File: src/sv/stk_pkg.sv
`timescale 1ns / 1ps
`default_nettype none

package stk_pkg;

	localparam int DEFAULT_DEPTH = 64;

	localparam int VAL_W  = 32;
	localparam int REQ_W  = 2;
	localparam int STAT_W = 2;
	localparam int POS_W  = 7;

	localparam logic [REQ_W-1:0] REQ_PUSH   = 2'd0;
	localparam logic [REQ_W-1:0] REQ_POP    = 2'd1;
	localparam logic [REQ_W-1:0] REQ_SEARCH = 2'd2;

	localparam logic [STAT_W-1:0] STAT_OK       = 2'd0;
	localparam logic [STAT_W-1:0] STAT_EMPTY    = 2'd1;
	localparam logic [STAT_W-1:0] STAT_FULL     = 2'd2;
	localparam logic [STAT_W-1:0] STAT_NOTFOUND = 2'd3;

	typedef logic signed [VAL_W-1:0] value_t;

endpackage

`default_nettype wire

File: src/sv/stk_ram.sv
`timescale 1ns / 1ps
`default_nettype none

module stk_ram import stk_pkg::*; #(
	parameter int DEPTH = DEFAULT_DEPTH,
	localparam int AW = $clog2(DEPTH)
) (
	input  wire logic          clk,
	input  wire logic          we,
	input  wire logic [AW-1:0] waddr,
	input  wire value_t        wdata,
	input  wire logic [AW-1:0] raddr,
	output value_t             rdata
);

	value_t mem [DEPTH];
	value_t rdata_q;

	always_ff @(posedge clk) begin
		if (we) begin
			mem[waddr] <= wdata;
		end
		rdata_q <= mem[raddr];
	end

	assign rdata = rdata_q;

endmodule

`default_nettype wire

File: src/sv/stack_with_value_search.sv
// push, no-op, full push, empty pop and empty search go from idle straight to the result state
// a pop off a non-empty stack goes through the pop state, which takes the top entry, then to result
// search stays in the search state until a match at position p from the top or p reaches the fill count
// the result state loads the output register once it is free; the next request is taken back in idle
// one request at a time; the search walks the entry memory one read per cycle
// reset clears the fill count and the output valid; the entry memory is not cleared
`timescale 1ns / 1ps
`default_nettype none

module stack_with_value_search import stk_pkg::*; #(
	parameter int DEPTH = DEFAULT_DEPTH
) (
	input  wire logic        clk,
	input  wire logic        arst_n,
	input  wire logic        s_axis_tvalid,
	output logic             s_axis_tready,
	input  wire logic [31:0] s_axis_tdata,  // value
	input  wire logic [1:0]  s_axis_tuser,  // req_type
	output logic             m_axis_tvalid,
	input  wire logic        m_axis_tready,
	output logic [39:0]      m_axis_tdata,  // data, position, zero pad
	output logic [2:0]       m_axis_tuser   // status, found
);

	localparam int AW = $clog2(DEPTH);
	localparam int CW = $clog2(DEPTH + 1);

	localparam logic [1:0] ST_IDLE   = 2'd0;
	localparam logic [1:0] ST_POP    = 2'd1;
	localparam logic [1:0] ST_SEARCH = 2'd2;
	localparam logic [1:0] ST_RESP   = 2'd3;

	logic [1:0]        state_q;
	logic [CW-1:0]     fill_q;
	logic [CW-1:0]     pos_q;
	logic [AW-1:0]     scan_q;
	value_t            val_q;

	logic [STAT_W-1:0] res_status_q;
	value_t            res_data_q;
	logic              res_found_q;
	logic [POS_W-1:0]  res_pos_q;

	logic              m_valid_q;
	logic [STAT_W-1:0] m_status_q;
	value_t            m_data_q;
	logic              m_found_q;
	logic [POS_W-1:0]  m_pos_q;

	logic              accept;
	logic              full;
	logic              empty;
	logic              out_free;
	logic [CW-1:0]     fill_m1;
	logic [REQ_W-1:0]  req;
	value_t            in_value;

	logic              ram_we;
	logic [AW-1:0]     ram_raddr;
	value_t            ram_rdata;

	assign req      = s_axis_tuser;
	assign in_value = s_axis_tdata;
	assign s_axis_tready = (state_q == ST_IDLE);
	assign accept   = s_axis_tvalid && s_axis_tready;
	assign full     = (fill_q == CW'(DEPTH));
	assign empty    = (fill_q == '0);
	assign fill_m1  = fill_q - CW'(1);
	assign out_free = !m_valid_q || m_axis_tready;

	assign ram_we    = accept && (req == REQ_PUSH) && !full;
	assign ram_raddr = (state_q == ST_SEARCH) ? scan_q : fill_m1[AW-1:0];

	stk_ram #(
		.DEPTH (DEPTH)
	) u_ram (
		.clk   (clk),
		.we    (ram_we),
		.waddr (fill_q[AW-1:0]),
		.wdata (in_value),
		.raddr (ram_raddr),
		.rdata (ram_rdata)
	);

	always_ff @(posedge clk or negedge arst_n) begin
		if (!arst_n) begin
			state_q <= ST_IDLE;
			fill_q  <= '0;
		end else begin
			unique case (state_q)
				ST_IDLE: begin
					if (accept) begin
						unique case (req)
							REQ_PUSH: begin
								state_q <= ST_RESP;
								if (!full) begin
									fill_q <= fill_q + CW'(1);
								end
							end
							REQ_POP: begin
								if (empty) begin
									state_q <= ST_RESP;
								end else begin
									state_q <= ST_POP;
									fill_q  <= fill_m1;
								end
							end
							REQ_SEARCH: begin
								state_q <= empty ? ST_RESP : ST_SEARCH;
							end
							default: begin
								state_q <= ST_RESP;
							end
						endcase
					end
				end
				ST_POP: begin
					state_q <= ST_RESP;
				end
				ST_SEARCH: begin
					if (ram_rdata == val_q || pos_q == fill_q) begin
						state_q <= ST_RESP;
					end
				end
				ST_RESP: begin
					if (out_free) begin
						state_q <= ST_IDLE;
					end
				end
				default: begin
					state_q <= ST_IDLE;
				end
			endcase
		end
	end

	always_ff @(posedge clk) begin
		unique case (state_q)
			ST_IDLE: begin
				if (accept) begin
					res_data_q   <= '0;
					res_found_q  <= 1'b0;
					res_pos_q    <= '0;
					val_q        <= in_value;
					pos_q        <= CW'(1);
					scan_q       <= AW'(fill_q - CW'(2));
					unique case (req)
						REQ_PUSH: begin
							res_status_q <= full ? STAT_FULL : STAT_OK;
						end
						REQ_POP: begin
							res_status_q <= empty ? STAT_EMPTY : STAT_OK;
						end
						REQ_SEARCH: begin
							res_status_q <= empty ? STAT_NOTFOUND : STAT_OK;
						end
						default: begin
							res_status_q <= STAT_OK;
						end
					endcase
				end
			end
			ST_POP: begin
				res_data_q <= ram_rdata;
			end
			ST_SEARCH: begin
				scan_q <= scan_q - AW'(1);
				pos_q  <= pos_q + CW'(1);
				if (ram_rdata == val_q) begin
					res_found_q <= 1'b1;
					res_pos_q   <= POS_W'(pos_q);
				end else if (pos_q == fill_q) begin
					res_status_q <= STAT_NOTFOUND;
				end
			end
			default: begin
			end
		endcase
	end

	// output register
	always_ff @(posedge clk or negedge arst_n) begin
		if (!arst_n) begin
			m_valid_q <= 1'b0;
		end else if (state_q == ST_RESP && out_free) begin
			m_valid_q <= 1'b1;
		end else if (m_axis_tready) begin
			m_valid_q <= 1'b0;
		end
	end

	always_ff @(posedge clk) begin
		if (state_q == ST_RESP && out_free) begin
			m_status_q <= res_status_q;
			m_data_q   <= res_data_q;
			m_found_q  <= res_found_q;
			m_pos_q    <= res_pos_q;
		end
	end

	assign m_axis_tvalid = m_valid_q;
	assign m_axis_tdata  = {1'b0, m_pos_q, m_data_q};
	assign m_axis_tuser  = {m_found_q, m_status_q};

	a_fill_bound: assert property (@(posedge clk) disable iff (!arst_n)
		fill_q <= CW'(DEPTH))
		else $error("fill count above depth");

	a_search_pos: assert property (@(posedge clk) disable iff (!arst_n)
		(state_q == ST_SEARCH) |-> (pos_q != '0 && pos_q <= fill_q))
		else $error("search position outside the stack");

	a_push_fill: assert property (@(posedge clk) disable iff (!arst_n)
		(accept && req == REQ_PUSH && !full) |=> (fill_q == $past(fill_q) + CW'(1)))
		else $error("push did not advance fill count");

	a_pop_fill: assert property (@(posedge clk) disable iff (!arst_n)
		(accept && req == REQ_POP && !empty)
			|=> (state_q == ST_POP && fill_q == $past(fill_q) - CW'(1)))
		else $error("pop did not retire top entry");

	a_resp_hold: assert property (@(posedge clk) disable iff (!arst_n)
		(state_q == ST_RESP && !out_free) |=> (state_q == ST_RESP))
		else $error("result dropped while output busy");

endmodule

`default_nettype wire

File: config.mk
export PLATFORM = sky130hd
export DESIGN_NAME = stack_with_value_search
export DESIGN_NICKNAME = d
export VERILOG_FILES = /design/src/sv/stk_pkg.sv /design/src/sv/stk_ram.sv /design/src/sv/stack_with_value_search.sv
export SDC_FILE = /design/constraint.sdc
export NUM_CORES = 2
export LEC_CHECK = 0
export ABC_AREA = 1
export BUFFER_PORTS_ARGS = -buffer_cell sky130_fd_sc_hd__buf_2
export CORE_UTILIZATION = 50
export CTS_CLUSTER_DIAMETER = 60
export DETAILED_ROUTE_END_ITERATION = 6
export PLACE_DENSITY = 0.64
export SLEW_MARGIN = 20
export SYNTH_ARGS = -nofsm -noshare
export SYNTH_HDL_FRONTEND = slang
export SYNTH_SLANG_ARGS = --single-unit
File: constraint.sdc
create_clock -name clk -period 6 [get_ports clk]
set_input_delay 0.9 -clock clk [delete_from_list [all_inputs] [get_ports clk]]
set_output_delay 0.9 -clock clk [all_outputs]
set_load 0.02 [all_outputs]
; After elaboration in Yosys (flattened, before gate mapping)
; Memory sizes are Yosys's and may differ from the RTL's. A register that Yosys moved wholly into a read port is not among the register bits.
; Cells that the tools add are included.
[totals]
ramBits = 2048
regBits = 139
wordCells = 93
output_inout_bits = 45
mem_count = 1
[memory_table]
columns = name, words, word_bits, rd, rd_clocked_by_memory_dff, write_ports, line_no
row1 = u_ram.mem, 64, 32, 1, 1, 1, stk_ram.sv:16  ; value_t mem [DEPTH];
[classes]
add_sub_neg = 5
n_mux = 35
reduce_logical = 22
n_eq_ne = 16
[op_table]
columns = operator, n
row1 = 32-bit one-hot mux with 2 select lines, 1
row2 = 7-bit one-hot mux with 2 select lines, 3
row3 = 7-bit two-way mux, 5
row4 = 32-bit equality test, 1
row5 = 32-bit two-way mux, 1
row6 = 2-bit two-way mux, 9
row7 = "7-bit by 1-bit adder with 7-bit output, second input constant", 2
row8 = 6-bit two-way mux, 2
row9 = 6-bit one-hot mux with 2 select lines, 1
row10 = 1-bit two-way mux, 8
row11 = "2-bit by 1-bit inequality test with 1-bit output, second input constant", 4
row12 = "2-bit inequality test, second input constant", 4
row13 = 2-bit one-hot mux with 2 select lines, 2
row14 = 2-bit one-hot mux with 4 select lines, 1
row15 = 2-bit nonzero test, 4
row16 = 7-bit equality test, 1
row17 = "7-bit equality test, second input constant", 1
row18 = 7-bit logical NOT, 1
row19 = "7-bit by 1-bit subtractor with 7-bit output, second input constant", 1
row20 = "2-bit equality test, second input constant", 3
row21 = 2-bit one-hot mux with 3 select lines, 1
row22 = 2-bit AND reduction, 3
row23 = 3-bit AND reduction, 2
row24 = "6-bit by 1-bit subtractor with 6-bit output, second input constant", 1
row25 = other kinds (9), 16

; Longest topological paths before layout
[depth]
ltp_word = 6
depth_mapped = 16
ltp_nobuf = 13

; Modules after synthesis
; From an unflattened synthesis, not the netlist that was laid out.
[unflattened]
hier_cells = 7294
area_unflattened_um2 = 88857.7
[by_module_without_submodules]
columns = module, cells_per_inst, seq_area_each_um2, area_each_um2, n_inst
row1 = stk_ram, 6769, 62139.6, 82738.1, 1
row2 = stack_with_value_search, 525, 4124.0, 6119.6, 1

; Worst setup path before layout
; OpenSTA, ideal clock, no wires.
[synth_path]
kind = input-to-reg
startpoint = in s_axis_tuser[0]
endpoint = mem u_ram.mem[13][0] (netlist bit), enable pin
arrival_ps = 3848
path_slack_ps = 1691
setup_ps = 461
path_stages = 6
cell_sequence = inv_1 -> ha_1 -> inv_1 -> nor3_2 -> inv_1 -> nor3_1
[synth_via]
elab_chain_cells = 5
[synth_lines]
columns = item, line_no
row1 = from (decl), stack_with_value_search.sv:18  ; input wire logic [1:0] s_axis_tuser,
row2 = 2-bit logical NOT, stack_with_value_search.sv:71  ; assign ram_we = accept && (req == REQ_PUSH) && !full;
row3 = 1-bit logical AND (2 in a row), stack_with_value_search.sv:71
row4 = 1-bit two-way mux, stk_ram.sv:20  ; if (we) begin
row5 = 1-bit two-way mux (implied by the code), stk_ram.sv:21  ; mem[waddr] <= wdata;
row6 = to (decl), stk_ram.sv:16
; No other way between the ends.

; Worst setup path after layout
[layout_path]
startpoint = reg fill_q[0]
endpoint = mem u_ram.mem[7][16] (netlist bit), enable pin
[layout_via]
elab_chain_cells = 5
[layout_lines]
columns = item, line_no
row1 = from (decl), stack_with_value_search.sv:34  ; logic [CW-1:0] fill_q;
row2 = from (signal assigned), stack_with_value_search.sv:97  ; fill_q <= fill_q + CW'(1);
row3 = from (signal assigned), stack_with_value_search.sv:105  ; fill_q <= fill_m1;
row4 = 7-bit equality test, stack_with_value_search.sv:66  ; assign full = (fill_q == CW'(DEPTH));
row5 = 1-bit logical NOT, -
row6 = 1-bit logical AND, stack_with_value_search.sv:71
row7 = 1-bit two-way mux, stk_ram.sv:20
row8 = 1-bit two-way mux (implied by the code), stk_ram.sv:21
; Several ways; a longest one is shown, not always the timed one.

==> results_dict.tcl <==
set metrics [dict create \
    core_um2 190000 \
    grt_pass1_vias 60128 \
    cts-root-buf "clkbuf_16" \
    nets 9242 \
    worstPathCellList "inv_2, ha_1, nand2_1, inv_1, nand2_1, nor2_1, nor3_2, nand2_1, nor2_4, buf_4" \
    fin_crit_ns 4.60 \
    grt_use_total 0.285 \
    io_pins 83 \
    synthArstFlopShare 0.00451 \
    setup_viol 0 \
    critPathBufInv 3 \
    path_clk_slew_ns 0.06 \
    synth_common_cells "2,285 x nand2_1, 2,177 x edfxtp_1, 2,007 x nand3_1" \
    max_stage_delay_ns 0.99 \
    syn-num-nets 9224 \
    min_path_type "in -> reg" \
    hpwl_um 154000 \
    synth.top_cell.area_share 0.682 \
    status "complete, but fails checks" \
    whs_path_depth 1 \
    htree_num_levels 4 \
    skew_ns 0.0383 \
    netlist_area_um2 95800 \
    wl_per_cell_um 23.3 \
    initial_utilization 0.504 \
    avgSynthCellArea_um2 10.4 \
    required_ns 6.56 \
    fmax_mhz 217 \
    max_slew_margin 0.239 \
    fin_hold_ws_ns 0.270 \
    vias 64985 \
    cts.sinks 2219 \
    yosys_warnings 0 \
    criticalPathCategory "reg -> reg" \
    powerDensity_nw_per_um2 567 \
    drt_iter0_drc 9189 \
    die_width_um 440 \
    ys_ff_latch 2219 \
    grt_pass1_wl_um 404000 \
    synth_area_leader_cell "edfxtp_1" \
    grt_max_degree 184 \
    min-delay-start "s_axis_tdata[6]" \
    grt_setup_unrepaired "no" \
    r2r_start "fill_q[0]$_DFFE_PN0P_" \
    synth_flop_cell "edfxtp_1" \
    gp_congestion 0.883 \
    cp_slowest_cell "nor2_4" \
    drive_gt1_frac 0.0708 \
    yosysSeqAreaShare 0.692 \
    start_kind "register" \
    antenna_found_initial 13 \
    cts_tree "yes" \
    postRouteAntennaNets 1 \
    hold_end "u_ram.mem[47][6]$_DFFE_PP_" \
    cts_buffers 224 \
    cp_top_family "simple AND/OR/NAND/NOR gates" \
    crit_arrival_ns 5.16 \
    synthTopCellsByArea "edfxtp_1 68%, nand3_1 10%, nand2_1 9.0%" \
    tns_ns 0 \
    area_growth_pct 11.5 \
    hold_violations 0 \
    total_leakage_power_nw 45.0 \
    gr-total-overflow 0 \
    fp.dieH_um 440 \
    drc 1 \
    ctsResizeCount 0 \
    yosys.cell_types.count 34 \
    max_cap_violations 0 \
    reg2reg_depth 10 \
    critical_path.max_fanout 18 \
    synth_cells 9169 \
    n_fill_cell 15725 \
    dr.pass1.iters 7 \
    clk_latency_ns 0.88 \
    totalWireLength_um 277000 \
    final_util 0.562 \
    crit_top_cell "nand2_1" \
    synth_edf_count 2177 \
    violations "antenna rules, DRC" \
    cts.path.max_buffers 3 \
    std_cell_rows 160 \
    cp-end-kind "register" \
    rrSetupSlack_ns 1.40 \
    dieArea_um2 193000 \
    fin_crit_sh 0.767 \
    portBuffers 81 \
    synth.most_common_cell "nand2_1" \
    rr_endpoint "u_ram.mem[7][16]$_DFFE_PP_" \
    tightest_slew_ns 1.14 \
    maxSlewViolCount 0 \
    viasPerCell 5.46 \
    worst_ir_drop_vdd_mv 0.775 \
]
==> stage by stage <==
step | cell area, um2 | worst slack (ns) | cells | total power, mW
6_report | 107000 | 1.40 | 11896 | 60.6
5_1_grt | 107000 | 1.33 | 11887 | 63.2
4_1_cts | 107000 | 1.60 | 11882 | 60.2
3_5_place_dp | 99500 | 1.50 | 11467 | 46.5
3_3_place_gp | 99400 | 1.55 | 11464 | 46.3
2_1_floorplan | 95800 | 1.69 | 9169 | 35.7
==> routing by layer <==
metal,share of wire,vias to the layer above,GRT usage
met1,0.42,31369,0.425
li1,-,29692,-
met2,0.44,3490,0.426
met5,0,-,0
met4,0.033,0,0.0958
met3,0.10,434,0.0425
==> how the worst max path moves through the flow <==
stage,startpoint,endpoint,slack (ns),cells after the start
2_1_floorplan,s_axis_tuser[0],u_ram.mem[13][0]$_DFFE_PP_,1.69,6
3_3_place_gp,s_axis_tuser[1],u_ram.mem[7][18]$_DFFE_PP_,1.55,8
3_5_place_dp,s_axis_tuser[1],u_ram.mem[7][20]$_DFFE_PP_,1.50,8
4_1_cts,state_q[0]$_DFFE_PN0P_,u_ram.rdata[4]$_DFF_P_,1.60,14
5_1_grt,fill_q[0]$_DFFE_PN0P_,u_ram.mem[7][16]$_DFFE_PP_,1.33,10
6_report,fill_q[0]$_DFFE_PN0P_,u_ram.mem[7][16]$_DFFE_PP_,1.40,10
==> final cells by class <==
type,count,area [um2],area share
diodes,10,25.0,0.000234
flip-flops and latches,2219,66300,0.620
clock buffers,285,6000,0.0561
clock inverters,129,1220,0.0114
repair buffers,254,2280,0.0214
well taps,2511,3140,0.0294
inverters,1983,7460,0.0698
multi-input cells,4505,20500,0.191
==> flip-flops by register name, indices dropped and copies added (netlist names), 7 cells and up <==
| register | cells |
|---|---|
| fill_q | 7 |
| res_pos_q | 7 |
| pos_q | 7 |
| u_ram.mem | 2048 |
| m_data_q | 32 |
| res_data_q | 32 |
| u_ram.rdata | 32 |
| val_q | 32 |
| m_pos_q | 7 |
==> placed cells by master, fill, tap and decap left out, types with 7 or more instances in the layout <==
master / instances
nand2_1: 2280
edfxtp_1: 2177
nand3_1: 2007
inv_1: 1978
clkbuf_16: 227
buf_4: 142
buf_2: 69
nor2_4: 62
clkbuf_1: 48
clkinv_2: 42
clkinv_1: 41
buf_12: 39
nor2_1: 34
dfxtp_1: 32
xnor2_1: 29
o21ai_0: 21
bufinv_16: 19
ha_1: 17
a21oi_1: 11
diode_2: 10
clkbuf_8: 10
dfrtp_1: 10
inv_6: 9
clkinvlp_4: 7
==> what timing repair did <==
item                      in CTS  in global routing
hold endpoints to repair      10                  0
buffers inserted               0                  0
hold buffers                   1                  0
==> cell families after synthesis <==
family	count (synthesis)	synth area share
flip-flops	2219	0.692
AND/OR/NAND/NOR	4407	0.199
other	1	0.0000391
adder cells (fa/ha/maj)	17	0.00222
XOR/XNOR	35	0.00320
buffers and inverters	2445	0.101
AO/OA/AOI/OAI	45	0.00266
==> power breakdown <==
part | internal [mW] | total (mW) | switching (mW)
logic | 7.22 | 28.5 | 21.3
clock network | 7.87 | 13.8 | 5.97
registers | 17.8 | 18.3 | 0.494
total | 32.9 | 60.6 | 27.8
Power figures use the tool's default switching activity.
